--- src/rtl/jaes_pkg.sv ---
// Shared types, character codes and keyword table for the JSON array element scanner.
package jaes_pkg;

	// Input transaction: one byte of the array text.
	typedef struct packed {
		logic [7:0] text_byte;
		logic       is_last;
	} in_t;

	// Output transaction: one result per input byte.
	typedef struct packed {
		logic        is_separator;
		logic [15:0] element_index;
		logic        in_selected;
		logic        done_res;
		logic [16:0] element_count;
		logic        not_array;
		logic [2:0]  selected_type;
	} out_t;

	// Character codes
	localparam logic [7:0] CH_LBRACE   = 8'h7B;
	localparam logic [7:0] CH_RBRACE   = 8'h7D;
	localparam logic [7:0] CH_LBRACKET = 8'h5B;
	localparam logic [7:0] CH_RBRACKET = 8'h5D;
	localparam logic [7:0] CH_QUOTE    = 8'h22;
	localparam logic [7:0] CH_BSLASH   = 8'h5C;
	localparam logic [7:0] CH_COMMA    = 8'h2C;
	localparam logic [7:0] CH_MINUS    = 8'h2D;
	localparam logic [7:0] CH_DOT      = 8'h2E;
	localparam logic [7:0] CH_ZERO     = 8'h30;
	localparam logic [7:0] CH_NINE     = 8'h39;
	localparam logic [7:0] CH_SPACE    = 8'h20;
	localparam logic [7:0] CH_TAB      = 8'h09;
	localparam logic [7:0] CH_CR       = 8'h0D;
	localparam logic [7:0] CH_LF       = 8'h0A;

	// Class of the first non-blank byte of the selected element
	localparam logic [2:0] CLS_NONE   = 3'd0;
	localparam logic [2:0] CLS_OBJECT = 3'd1;
	localparam logic [2:0] CLS_ARRAY  = 3'd2;
	localparam logic [2:0] CLS_STRING = 3'd3;
	localparam logic [2:0] CLS_OTHER  = 3'd4;

	// Reported element types
	localparam logic [2:0] TYPE_NULL    = 3'd0;
	localparam logic [2:0] TYPE_BOOLEAN = 3'd1;
	localparam logic [2:0] TYPE_INTEGER = 3'd2;
	localparam logic [2:0] TYPE_FLOAT   = 3'd3;
	localparam logic [2:0] TYPE_STRING  = 3'd4;
	localparam logic [2:0] TYPE_ARRAY   = 3'd5;
	localparam logic [2:0] TYPE_OBJECT  = 3'd6;

	// Keyword slots
	localparam logic [1:0] KW_NULL  = 2'd0;
	localparam logic [1:0] KW_TRUE  = 2'd1;
	localparam logic [1:0] KW_FALSE = 2'd2;

	// Keyword length
	function automatic logic [2:0] kw_len(input logic [1:0] w);
		logic [2:0] r;
		begin
			case (w)
				KW_FALSE: r = 3'd5;
				default:  r = 3'd4;
			endcase
			return r;
		end
	endfunction

	// Keyword character at a position; zero past the end
	function automatic logic [7:0] kw_char(input logic [1:0] w, input logic [2:0] p);
		logic [7:0] r;
		begin
			r = 8'h00;
			case (w)
				KW_NULL: begin
					case (p)
						3'd0: r = 8'h6E; // n
						3'd1: r = 8'h75; // u
						3'd2: r = 8'h6C; // l
						3'd3: r = 8'h6C; // l
						default: r = 8'h00;
					endcase
				end
				KW_TRUE: begin
					case (p)
						3'd0: r = 8'h74; // t
						3'd1: r = 8'h72; // r
						3'd2: r = 8'h75; // u
						3'd3: r = 8'h65; // e
						default: r = 8'h00;
					endcase
				end
				KW_FALSE: begin
					case (p)
						3'd0: r = 8'h66; // f
						3'd1: r = 8'h61; // a
						3'd2: r = 8'h6C; // l
						3'd3: r = 8'h73; // s
						3'd4: r = 8'h65; // e
						default: r = 8'h00;
					endcase
				end
				default: r = 8'h00;
			endcase
			return r;
		end
	endfunction

endpackage

--- src/rtl/jaes_core.sv ---
// Per-byte scanner: text state registers and the one-pass next-state and result logic.
module jaes_core #(
	parameter int unsigned     MAX_DEPTH    = 255,
	parameter longint unsigned MAX_ELEMENTS = 65535
) (
	input  logic          clk,
	input  logic          arst_n,
	input  logic          step,
	input  jaes_pkg::in_t in_item,
	input  logic [15:0]   target_index,
	output jaes_pkg::out_t res
);

	localparam int DW = $clog2(MAX_DEPTH + 1);
	localparam int CW = $clog2(MAX_ELEMENTS + 1);
	localparam int XW = (CW > 16) ? CW : 16;
	localparam logic [DW-1:0] DMAX = DW'(MAX_DEPTH);
	localparam logic [CW-1:0] EMAX = CW'(MAX_ELEMENTS);
	localparam logic [DW-1:0] DONE_LVL = DW'(1);

	// text state
	logic [DW-1:0] brace_q, brace_n;
	logic [DW-1:0] bracket_q, bracket_n;
	logic          instr_q, instr_n;
	logic          bs_q;
	logic [1:0]    bpos_q, bpos_n;
	logic [CW-1:0] comma_q, comma_n;
	logic          arr_q, arr_n;
	logic [2:0]    cls_q, cls_n;
	logic [2:0]    alive_q, alive_n;
	logic [2:0]    kpos_q, kpos_n;
	logic          nvalid_q, nvalid_n;
	logic          ndot_q, ndot_n;
	logic          npast_q, npast_n;
	logic          trail_q, trail_n;

	// feed of a keyword/number byte
	logic [2:0] f_alive, f_kpos;
	logic       f_nvalid, f_ndot;
	logic       do_feed;

	logic [7:0]  b;
	logic        last;
	logic        blank;
	logic        is_digit;
	logic        sep, sel, empty;
	logic [CW-1:0] idx_w;
	logic [CW:0]   cnt_ext;

	function automatic logic [2:0] final_type(
		input logic [2:0] cls,
		input logic [2:0] alive,
		input logic [2:0] kpos,
		input logic       nvalid,
		input logic       ndot
	);
		logic [2:0] t;
		begin
			t = jaes_pkg::TYPE_NULL;
			case (cls)
				jaes_pkg::CLS_OBJECT: t = jaes_pkg::TYPE_OBJECT;
				jaes_pkg::CLS_ARRAY:  t = jaes_pkg::TYPE_ARRAY;
				jaes_pkg::CLS_STRING: t = jaes_pkg::TYPE_STRING;
				jaes_pkg::CLS_OTHER: begin
					if ((alive[jaes_pkg::KW_TRUE] && kpos == 3'd4) ||
					    (alive[jaes_pkg::KW_FALSE] && kpos == 3'd5))
						t = jaes_pkg::TYPE_BOOLEAN;
					else if (alive[jaes_pkg::KW_NULL] && kpos == 3'd4)
						t = jaes_pkg::TYPE_NULL;
					else if (nvalid)
						t = ndot ? jaes_pkg::TYPE_FLOAT : jaes_pkg::TYPE_INTEGER;
					else
						t = jaes_pkg::TYPE_NULL;
				end
				default: t = jaes_pkg::TYPE_NULL;
			endcase
			return t;
		end
	endfunction

	assign b    = in_item.text_byte;
	assign last = in_item.is_last;
	assign blank = (b == jaes_pkg::CH_SPACE) || (b == jaes_pkg::CH_TAB) ||
	               (b == jaes_pkg::CH_CR) || (b == jaes_pkg::CH_LF);
	assign is_digit = (b >= jaes_pkg::CH_ZERO) && (b <= jaes_pkg::CH_NINE);

	// keyword and number tracking for one byte
	always_comb begin
		f_alive = alive_q;
		for (int w = 0; w < 3; w++) begin
			if (kpos_q >= jaes_pkg::kw_len(2'(w)) || jaes_pkg::kw_char(2'(w), kpos_q) != b)
				f_alive[w] = 1'b0;
		end
		f_kpos   = (kpos_q == 3'd7) ? kpos_q : kpos_q + 3'd1;
		f_nvalid = nvalid_q;
		f_ndot   = ndot_q;
		if (!is_digit) begin
			if (b == jaes_pkg::CH_MINUS && !npast_q) begin
				f_nvalid = nvalid_q;
			end else if (b == jaes_pkg::CH_DOT && !ndot_q) begin
				f_ndot = 1'b1;
			end else begin
				f_nvalid = 1'b0;
			end
		end
	end

	always_comb begin
		brace_n   = brace_q;
		bracket_n = bracket_q;
		instr_n   = instr_q;
		bpos_n    = (bpos_q == 2'd3) ? bpos_q : bpos_q + 2'd1;
		comma_n   = comma_q;
		arr_n     = arr_q;
		cls_n     = cls_q;
		alive_n   = alive_q;
		kpos_n    = kpos_q;
		nvalid_n  = nvalid_q;
		ndot_n    = ndot_q;
		npast_n   = npast_q;
		trail_n   = trail_q;
		do_feed   = 1'b0;
		sep       = 1'b0;
		sel       = 1'b0;
		idx_w     = '0;

		if (bpos_q == 2'd0) begin
			arr_n = (b == jaes_pkg::CH_LBRACKET);
			if (arr_n)
				bracket_n = DONE_LVL;
		end else if (arr_q) begin
			if (!instr_q) begin
				if (b == jaes_pkg::CH_LBRACE && brace_q < DMAX)
					brace_n = brace_q + 1'b1;
				else if (b == jaes_pkg::CH_RBRACE && brace_q != '0)
					brace_n = brace_q - 1'b1;
				else if (b == jaes_pkg::CH_LBRACKET && bracket_q < DMAX)
					bracket_n = bracket_q + 1'b1;
				else if (b == jaes_pkg::CH_RBRACKET && bracket_q != '0)
					bracket_n = bracket_q - 1'b1;
			end
			if (b == jaes_pkg::CH_QUOTE && !bs_q)
				instr_n = !instr_q;
			idx_w = comma_q;
			// a comma leaves the depths and string flag unchanged
			if (b == jaes_pkg::CH_COMMA && !instr_q && brace_q == '0 && bracket_q == DONE_LVL) begin
				sep = 1'b1;
				if (comma_q < EMAX)
					comma_n = comma_q + 1'b1;
			end else if (XW'(comma_q) == XW'(target_index) &&
			             !(last && b == jaes_pkg::CH_RBRACKET)) begin
				sel = 1'b1;
				if (cls_q == jaes_pkg::CLS_NONE) begin
					if (!blank) begin
						if (b == jaes_pkg::CH_LBRACE)
							cls_n = jaes_pkg::CLS_OBJECT;
						else if (b == jaes_pkg::CH_LBRACKET)
							cls_n = jaes_pkg::CLS_ARRAY;
						else if (b == jaes_pkg::CH_QUOTE)
							cls_n = jaes_pkg::CLS_STRING;
						else begin
							cls_n   = jaes_pkg::CLS_OTHER;
							do_feed = 1'b1;
						end
					end
				end else if (cls_q == jaes_pkg::CLS_OTHER) begin
					if (blank) begin
						trail_n = 1'b1;
					end else if (trail_q) begin
						// inner whitespace spoils keyword and number
						alive_n  = '0;
						nvalid_n = 1'b0;
					end else begin
						do_feed = 1'b1;
					end
				end
			end
		end

		if (do_feed) begin
			alive_n  = f_alive;
			kpos_n   = f_kpos;
			nvalid_n = f_nvalid;
			ndot_n   = f_ndot;
			npast_n  = 1'b1;
		end
	end

	// exactly "[]": closing bracket as the second and last byte
	assign empty   = (bpos_q == 2'd1) && (b == jaes_pkg::CH_RBRACKET);
	assign cnt_ext = {1'b0, comma_n} + 1'b1;

	always_comb begin
		res.is_separator  = sep;
		res.element_index = 16'(idx_w);
		res.in_selected   = sel;
		res.done_res      = last;
		res.not_array     = !arr_n;
		res.element_count = '0;
		res.selected_type = jaes_pkg::TYPE_NULL;
		if (last && arr_n && !empty) begin
			res.element_count = 17'(cnt_ext);
			res.selected_type = final_type(cls_n, alive_n, kpos_n, nvalid_n, ndot_n);
		end
	end

	always_ff @(posedge clk or negedge arst_n) begin
		if (!arst_n) begin
			brace_q   <= '0;
			bracket_q <= '0;
			instr_q   <= 1'b0;
			bs_q      <= 1'b0;
			bpos_q    <= 2'd0;
			comma_q   <= '0;
			arr_q     <= 1'b0;
			cls_q     <= jaes_pkg::CLS_NONE;
			alive_q   <= 3'b111;
			kpos_q    <= 3'd0;
			nvalid_q  <= 1'b1;
			ndot_q    <= 1'b0;
			npast_q   <= 1'b0;
			trail_q   <= 1'b0;
		end else if (step) begin
			if (last) begin
				// next byte starts a new text
				brace_q   <= '0;
				bracket_q <= '0;
				instr_q   <= 1'b0;
				bs_q      <= 1'b0;
				bpos_q    <= 2'd0;
				comma_q   <= '0;
				arr_q     <= 1'b0;
				cls_q     <= jaes_pkg::CLS_NONE;
				alive_q   <= 3'b111;
				kpos_q    <= 3'd0;
				nvalid_q  <= 1'b1;
				ndot_q    <= 1'b0;
				npast_q   <= 1'b0;
				trail_q   <= 1'b0;
			end else begin
				brace_q   <= brace_n;
				bracket_q <= bracket_n;
				instr_q   <= instr_n;
				bs_q      <= (b == jaes_pkg::CH_BSLASH);
				bpos_q    <= bpos_n;
				comma_q   <= comma_n;
				arr_q     <= arr_n;
				cls_q     <= cls_n;
				alive_q   <= alive_n;
				kpos_q    <= kpos_n;
				nvalid_q  <= nvalid_n;
				ndot_q    <= ndot_n;
				npast_q   <= npast_n;
				trail_q   <= trail_n;
			end
		end
	end

endmodule

--- src/rtl/json_array_element_scanner_top.sv ---
// Top level of the JSON array element scanner: input stage, scanner core, result register.
//
//  channel | direction | handshake            | payload
//  --------+-----------+----------------------+---------------------------
//  in      | to block  | in_valid / in_stall  | in_data  (jaes_pkg::in_t)
//  out     | from block| out_valid / out_stall| out_data (jaes_pkg::out_t)
//  cfg     | to block  | cfg_we               | cfg_data (target_index)
//
// One byte per cycle while the output is not stalled. A byte accepted into the input
// stage (_s1) moves on when the result register (_s2) is empty or draining; the scanner
// core then updates its text state and the result lands in _s2, raising out_valid.
// Reset clears the stage valids, the text state and target_index.
// A stalled result holds in _s2; the input stage still takes one more
// transaction, after which in_stall rises until the result is taken.
module json_array_element_scanner_top #(
	parameter int unsigned     MAX_DEPTH    = 255,
	parameter longint unsigned MAX_ELEMENTS = 65535
) (
	input  logic           clk,
	input  logic           arst_n,
	input  logic           cfg_we,
	input  logic [15:0]    cfg_data,
	input  logic           in_valid,
	output logic           in_stall,
	input  jaes_pkg::in_t  in_data,
	output logic           out_valid,
	input  logic           out_stall,
	output jaes_pkg::out_t out_data
);

	logic [15:0]    target_index_q;
	logic           valid_s1;
	jaes_pkg::in_t  item_s1;
	logic           valid_s2;
	jaes_pkg::out_t res_s2;
	jaes_pkg::out_t res_comb;
	logic           advance;
	logic           in_take;

	// the byte in s1 moves on when the result register is empty or draining
	assign advance  = valid_s1 && (!valid_s2 || !out_stall);
	assign in_stall = valid_s1 && !advance;
	assign in_take  = in_valid && !in_stall;

	// configuration register; the user must write it only while the block is idle (not enforced here)
	always_ff @(posedge clk or negedge arst_n) begin
		if (!arst_n) begin
			target_index_q <= '0;
		end else if (cfg_we) begin
			target_index_q <= cfg_data;
		end
	end

	// input stage
	always_ff @(posedge clk or negedge arst_n) begin
		if (!arst_n)
			valid_s1 <= 1'b0;
		else if (in_take)
			valid_s1 <= 1'b1;
		else if (advance)
			valid_s1 <= 1'b0;
	end

	always_ff @(posedge clk) begin
		if (in_take)
			item_s1 <= in_data;
	end

	jaes_core #(
		.MAX_DEPTH    (MAX_DEPTH),
		.MAX_ELEMENTS (MAX_ELEMENTS)
	) u_core (
		.clk          (clk),
		.arst_n       (arst_n),
		.step         (advance),
		.in_item      (item_s1),
		.target_index (target_index_q),
		.res          (res_comb)
	);

	// result register
	always_ff @(posedge clk or negedge arst_n) begin
		if (!arst_n)
			valid_s2 <= 1'b0;
		else if (advance)
			valid_s2 <= 1'b1;
		else if (!out_stall)
			valid_s2 <= 1'b0;
	end

	always_ff @(posedge clk) begin
		if (advance)
			res_s2 <= res_comb;
	end

	assign out_valid = valid_s2;
	assign out_data  = res_s2;

endmodule

--- config.mk ---
export PLATFORM = sky130hd
export DESIGN_NAME = json_array_element_scanner_top
export DESIGN_NICKNAME = d
export VERILOG_FILES = /design/src/rtl/jaes_pkg.sv /design/src/rtl/jaes_core.sv /design/src/rtl/json_array_element_scanner_top.sv
export SDC_FILE = /design/constraint.sdc
export NUM_CORES = 1
export LEC_CHECK = 0
export BUFFER_PORTS_ARGS = -buffer_cell sky130_fd_sc_hd__buf_2
export CAP_MARGIN = 30
export CORE_ASPECT_RATIO = 0.7
export CORE_MARGIN = 2
export CORE_UTILIZATION = 52
export CTS_CLUSTER_DIAMETER = 40
export DETAILED_ROUTE_END_ITERATION = 10
export PLACE_DENSITY = 0.72
export REMOVE_ABC_BUFFERS = 1
export SYNTH_ARGS = -nofsm -noshare
export SYNTH_HDL_FRONTEND = slang
export SYNTH_SLANG_ARGS = --single-unit
--- constraint.sdc ---
create_clock -name clk -period 5.6 [get_ports clk]
set_clock_uncertainty 0.1 [all_clocks]
set_input_delay 0.28 -clock clk [delete_from_list [all_inputs] [get_ports clk]]
set_output_delay 0.28 -clock clk [all_outputs]
set_load 0.05 [all_outputs]
==> results.txt, run 1 <==
The run finished, with violations left. The final reports fail on hold timing. The worst max-slew margin expressed relative to the limit came out at 30.67%. The standby leakage power is 3.307 nW. The number of sinks driven by the clock tree came out at 117. The area of the die is 0.01473 sq mm. The die height came out at 102.2 microns. For this run the aggregate overflow at the end of global routing stands at 0. Once placement completed, the tool counted placed cells totaling 970. The buffering stage count on the worst path with inverters included is 0. The final critical path takes up 74.91% of the cycle. In the layout the commonest cells are 75 x nand2_1, 71 x buf_2, 64 x dfrtp_1, 59 x o21ai_0, 54 x nor2_1.

The critical path goes through nor4b_1, nand3_1, or3_1, nor2_1, nand2_1, nand2_1, ha_1, a21boi_2, nand3_2, or3_1, xnor2_1, nor2_1. The cell family contributing the most delay on the critical path is simple AND/OR/NAND/NOR gates. The category of the critical setup timing path is reg -> reg. After routing, the total negative slack on setup checks comes to 0 ps. Of the cells placed in the final design, the portion with a size suffix greater than 1 is 17.96%. The part of the power in registers came out at 40.5%. Yosys mapped the design onto 76 distinct sky130hd cell types.

Summing all non-filler instances in the final layout gives an area of 0.008371 sq mm. The number of nets at the end of the flow is 872. The CTS tree is yes. The horizontal die dimension came out at 144.2 microns. The antenna diode instance count is 0. The worst setup path is captured at a flop. The total CTS buffers is 17.

The signal arrival time at the worst endpoint came out at 4250 ps. IR analysis of the VDD net gives a maximum drop of 0.0002157 V. The floorplan step defined a core boundary enclosing 0.01331 sq mm. Across the whole layout, storage elements account for 0.003178 sq mm. The via count of the first global-routing pass came out at 5635. The total of max-cap violations is 0. Setup repair after global routing left no endpoint under its margin.

The growth of design area from synthesis to finish came out at 16.94%. The endpoint required time on the critical path is 5650 ps. Static timing analysis puts the maximum clock frequency at 238.4 MHz. The maximum number of pins on one net before global-route repair is 69. The via total after detailed routing came out at 6103. The library cell contributing the largest single delay on the critical path is edfxtp_1. The total net switching power came out at 0.7370 mW. After the first detailed-routing iteration, the DRC count stood at 717. Each instance of the synthesized netlist takes up on average 9.481 sq um. Before antenna repair, the detailed router went through 7 iterations. In the synthesized netlist the dominant register cell turns out to be dfrtp_1. The synthesized netlist cell count came out at 755.

In this run, the clock network consumes 44.0% of the power. The summed instance area of the synthesized netlist came out at 0.007158 sq mm. The total global routing track utilization came out at 26.58%.

The total count of hold-check failures in the final report is 9. The power density over cell area came out at 303.3 mW/mm^2. The insertion delay to the later sink of the worst-skew pair came out at 410 ps. The routed wire length per instance came out at 18.46 microns. The routed wire length came out at 18.83 mm. The wire length of the first global-routing pass came out at 29.98 mm. The number of cells upsized or downsized after cts came out at 0. The detail-routed via count per cell is 5.983.

Along the worst path, the maximum fanout reaches 14. The path class of the tightest hold or removal check is in -> async. Yosys mapped a number of flops with a built-in enable equal to 49. Buffers placed on the I/O ports in this run total 71. The count of synthesis-stage warnings from yosys came out at 0.

Summing the sequential cell areas from Yosys gives 44.40% of the chip area. The count of state elements after synthesis is 117. In the routed design, unresolved DRC markers number 0.

The site row count is 35. In this run the cell area measured after placement is 0.007586 sq mm. The placer congestion estimate came out at 0.9021.

The number of standard cells in the layout, taps in and fillers out is 1020. The clock slew seen by the registers of the worst setup and hold paths is 60 ps. The time the final worst path needs with I/O delays and setup is 4195 ps. The final number of max-transition violations was 0.

The cell at the root of the clock tree is clkbuf_16. The filler cell count is 1135. The worst hold slack after final layout is -12.51 ps. The largest incremental delay on the critical path is 600 ps. The proportion of synthesized flip-flops having asynchronous set or reset is 58.12%.

The worst setup path is launched from a flop. The initial utilization of the core area, before any placement, comes to 53.77%. The multi-input logic area came out at 0.003677 sq mm.

The number of antenna violations at the first check in global routing is 0. The HPWL reported at the end of detailed placement came out at 13.05 mm. The transition time at the pin with the least slew margin came out at 1029 ps. The combinational share of power is 15.4%. The switching share of power came out at 29.03%. The library cell used most frequently in the layout, excluding fill and tap cells, is nand2_1.

The remaining number of nets flagged by the antenna check after routing is 0. In this run the register-to-register setup slack is 1410 ps. The total setup violations reported at the end of the flow came out at 0. The deepest clock path buffer count came out at 2. The number of placed I/O pins came out at 72. The maximum level of the CTS H-tree came out at 4. The internal portion of total power came out at 1.802 mW.
## cells in the mapped netlist (3+ instances only)
master,n,area [sq um]
o211ai_1,6,45.04
nand3_1,17,85.08
a21oi_1,32,160.2
mux2_2,18,202.7
nor2b_1,11,68.82
nor3_1,26,130.1
a31oi_1,10,62.56
edfxtp_1,49,1471
or3_1,8,50.05
nand3b_1,4,30.03
nor2_1,54,202.7
and2_1,19,118.9
mux2i_1,3,30.03
dfstp_2,4,105.1
o22ai_1,3,18.77
o31ai_1,17,127.6
buf_2,7,35.03
nand2b_1,14,87.58
dfrtp_1,64,1602
a211oi_1,3,22.52
nor3b_1,3,22.52
a21o_1,4,30.03
and4_1,6,52.55
o21bai_1,5,37.54
clkbuf_1,34,127.6
or2_2,3,18.77
nor4_1,15,93.84
o21a_1,4,30.03
inv_1,20,75.07
nand2_1,75,281.5
xor2_1,23,201.4
ha_1,19,237.7
o21ai_0,59,295.3
buf_6,3,33.78
nor4b_1,5,43.79
buf_1,4,15.01
and3_1,9,56.30
a22o_1,3,26.28
xnor2_1,28,245.2
nand4_1,17,106.4
## per-stage QoR
step	worst slack [ps]	utilization [%]	power [mW]
final	1405	62.88	2.539
after global routing	1079	62.88	2.643
after CTS	1461	62.80	2.551
after detailed placement	1488	56.98	1.423
after global placement	1615	56.98	1.403
after floorplan	1946	-	1.299
## state kept, by name, summed over array words and instances (netlist names)
register and count:
u_core.instr_q 1, u_core.cls_q 3, u_core.comma_q 16, valid_s1 1, u_core.arr_q 1, u_core.nvalid_q 1
item_s1 9, u_core.brace_q 8, u_core.bracket_q 8, out_valid 1, u_core.bs_q 1, u_core.ndot_q 1
u_core.kpos_q 3, out_data 40, u_core.npast_q 1, target_index_q 16, u_core.bpos_q 2, u_core.alive_q 3
u_core.trail_q 1
## repair_timing
action	4_1_cts	5_1_grt
setup buffers	0	0
endpoints found under the hold margin	17	1
hold buffers	17	1
## path summary, 6_finish.rpt
kind / from / endpoint / depth (start not counted)
hold / removal: arst_n / u_core.bracket_q[7] / 2
setup / recovery: item_s1[1] / out_data[14] / 12
min in group clk: cfg_data[6] / target_index_q[6] / 2
max in group asynchronous: arst_n / target_index_q[2] / 2
setup reg to reg: item_s1[1] / out_data[14] / 12
hold reg to reg: u_core.bs_q / u_core.bs_q / 1
## metal layers
layer	track usage, %	part of all wire (%)	up-vias
met5	0	0	-
met4	6.423	0.57	0
met3	6.045	8.0	14
met2	38.42	44	270
met1	40.63	48	2928
li1	-	-	2891
## kinds of logic after synthesis
family / count (synthesis) / synth area share, %
compound gates: 166 / 14.37
xor+xnor: 52 / 6.467
fa+ha+maj: 20 / 3.601
buf+inv: 70 / 4.230
flops: 117 / 44.40
mux: 22 / 3.408
simple gates: 308 / 23.53
## cell type report
type / count / area share (%)
multi-input combinational: 568 / 43.93
clock buffer: 17 / 5.082
inverter: 21 / 1.001
timing repair buffer: 97 / 7.115
clock inverter: 15 / 2.138
tap: 185 / 2.765
sequential: 117 / 37.97
## power groups by stage
stage	Combinational [mW]	Clock (mW)	Sequential [mW]
global placement	0.365	0	1.04
detailed placement	0.380	0	1.04
finish	0.392	1.12	1.03
CTS	0.392	1.13	1.03
floorplan	0.208	0	1.09
global route	0.427	1.18	1.04
No activity file was read; power rests on OpenSTA's default activity.
==> run 2, diff against run 1 <==
==> constraint.sdc (replaced) <==
create_clock -name clk -period 4.4 [get_ports clk]
set_clock_uncertainty 0.1 [all_clocks]
set_input_delay 0.22 -clock clk [delete_from_list [all_inputs] [get_ports clk]]
set_output_delay 0.22 -clock clk [all_outputs]
set_load 0.05 [all_outputs]
==> run 2 against run 1 <==
The run now ends clean. Register-to-register slack got worse by 990 ps. Via count grew 2.0%. Sequential cell count unchanged. Hold slack better by 250 ps. Critical endpoint unchanged.
==> results.txt, run 2 (same netlist as run 1, synthesis figures left out) <==
Adding up every negative setup slack in the final design gives 0 ps. For this design, the sink count on the clock tree is 117. The detail-routed via count per cell came out at 5.990. The total net switching power is 0.9493 mW.

The maximum ir drop on the vdd rail is 0.0002688 V. The routed wire length per instance came out at 18.89 microns. In the routed design, unresolved DRC markers number 0. The antenna diode instance count is 0.

After the first detailed-routing iteration, the DRC count stood at 575. The signal arrival time at the worst endpoint is 4050 ps. The filler cells instantiated in the layout total 1099. The routed layout has 6224 vias. The achievable clock frequency is 251.1 MHz.

After clock tree synthesis, the clock-pin slew on the worst setup and hold paths is 60 ps. Global routing used 6.279% of the available met3 tracks. The final clock period utilization by the worst path is 90.50%. The horizontal die dimension came out at 144.2 microns. The total count of hold-check failures in the final report is 0. The total setup violations reported at the end of the flow is 0. The final total power is 3.365 mW. The placement-stage cell area came out at 0.007654 sq mm. The floorplan step defined a die boundary enclosing 0.01473 sq mm. Global routing used 41.83% of the available met2 tracks. For the worst-skew pair, the clock arrives at the later sink with an insertion delay of 420 ps. The total of max-cap violations came out at 0.

The register area is 0.003178 sq mm. The placer congestion estimate is 0.9362. The standby leakage power is 3.412 nW.

The H-tree was split into 4 levels. The worst hold path belongs to the class in -> async. The maximum number of pins on one net before global-route repair came out at 46.

The total global routing track utilization came out at 27.89%. Wires add up to 19.62 mm. The post-CTS setup buffer count is 0.

The deepest clock path buffer count came out at 2. The overflow left after global routing came out at 0. The category of the critical setup timing path is reg -> reg. The utilization after layout came out at 64.51%. From bottom edge to top edge, the die measures 102.2 microns. For this design the ratio of total power to cell area is 391.8 mW/mm^2. For this run, global-route usage on met1 was measured as 40.91%. The starting density of the core came out at 53.77%. The combinational share of power is 15.2%.

Leaving out fill and tap cells, the most frequent cell in the layout is nand2_1. The fraction of final layout cells with drive strength greater than 1 is 18.62%. The site row count came out at 35.

The tree is rooted in a clkbuf_16. The worst hold slack after final layout is 239.8 ps. The transition time at the pin with the least slew margin is 782.9 ps.

The number of buffers inserted by port buffering is 71. The multi-input logic area is 0.003679 sq mm. The part of the power in the clock network is 45.9%. The first TritonRoute pass finished after 5 iterations. The HPWL reported at the end of detailed placement came out at 13.65 mm. The switching share of power is 28.21%. The core box area came out at 0.01331 sq mm.

The flow ran to the end, and the final reports show no timing, DRC or antenna violations. The part of the power in registers came out at 38.9%. The number of antenna violations at the first check in global routing was 0.

The endpoint class of the critical path is a flop. The number of nets at the end of the flow is 891. In the layout the commonest cells are 75 x nand2_1, 71 x buf_2, 64 x dfrtp_1, 59 x o21ai_0, 54 x nor2_1.

The wire length of the first global-routing pass came out at 31.39 mm. Setup repair after global routing left no endpoint under its margin. The most used routing layer in global routing is met2. The flip-flop count of the largest register, all copies and words added is 40. Data on the critical path is required at its endpoint by 4460 ps. The total CTS buffers came out at 17. The internal portion of total power came out at 2.416 mW. In this run the remaining antenna-violating nets after routing total 0. Once layout is done, the placed cells without fillers occupy 0.008588 sq mm. For this design the top-level I/O count stands at 72.

The final number of max-transition violations came out at 0. The worst max-slew margin expressed relative to the limit came out at 47.32%. Relative to the synthesized area, the layout overhead comes to 19.98%. Along the worst path, the maximum fanout reaches 13. The time the final worst path needs with I/O delays and setup came out at 3982 ps. The worst setup path is launched from a flop. TritonCTS built the clock tree.

The via count of the first global-routing pass is 6013.
run 2: final timing paths:
check	startpoint	to	slack, ps	cells after the start
min	arst_n	u_core.comma_q[14]	240	2
max	u_core.comma_q[0]	out_data[14]	420	12
min in group clk	cfg_we	target_index_q[5]	260	2
min reg2reg	u_core.alive_q[0]	u_core.alive_q[0]	380	2
max in group asynchronous	arst_n	target_index_q[1]	2920	3
max reg2reg	u_core.comma_q[0]	out_data[14]	420	12
run 2: metal layers:
layer / wire length, microns / up-vias
met5: 0 / -
met4: 294 / 0
met3: 1783 / 37
met2: 8497 / 284
met1: 9046 / 2985
li1: - / 2918
run 2: final cells by class:
cell class / count / share of cell area (%)
Tap cell: 185 / 2.695
Clock inverter: 15 / 2.652
Timing Repair Buffer: 116 / 8.887
Multi-Input combinational cell: 568 / 42.83
Sequential cell: 117 / 37.00
Clock buffer: 17 / 4.953
Inverter: 21 / 0.9761
run 2: per-stage QoR:
| step | setup slack [ps] | instances |
|---|---|---|
| after CTS | 365.4 | 1039 |
| final | 417.9 | 1039 |
| after floorplan | 746.5 | 706 |
| after global routing | 98.51 | 1039 |
| after detailed placement | 407.8 | 979 |
| after global placement | 661.1 | 979 |
run 2: timing repair:
action,4_1_cts,5_1_grt
resized for setup,0,1
hold endpoints to repair,50,0
endpoints found under the setup margin,0,1
hold buffers,28,0
run 2: power groups by stage:
stage / Sequential (mW) / Combinational [mW] / Clock [mW]
finish: 1.31 / 0.512 / 1.54
global route: 1.32 / 0.562 / 1.60
detailed placement: 1.33 / 0.486 / 0
global placement: 1.32 / 0.468 / 0
floorplan: 1.39 / 0.264 / 0
CTS: 1.31 / 0.510 / 1.55
run 2: worst max-delay path, cell delays in order, from the launching register on:
cell and delay [ps]:
dfrtp_1 600, ha_1 360, and3_2 350, and4_1 290, nand2b_1 200, nand2_1 300, xnor2_1 210, ha_1 220
a21boi_2 260, nand3_2 170, or3_1 430, xnor2_1 170, nor2_1 50
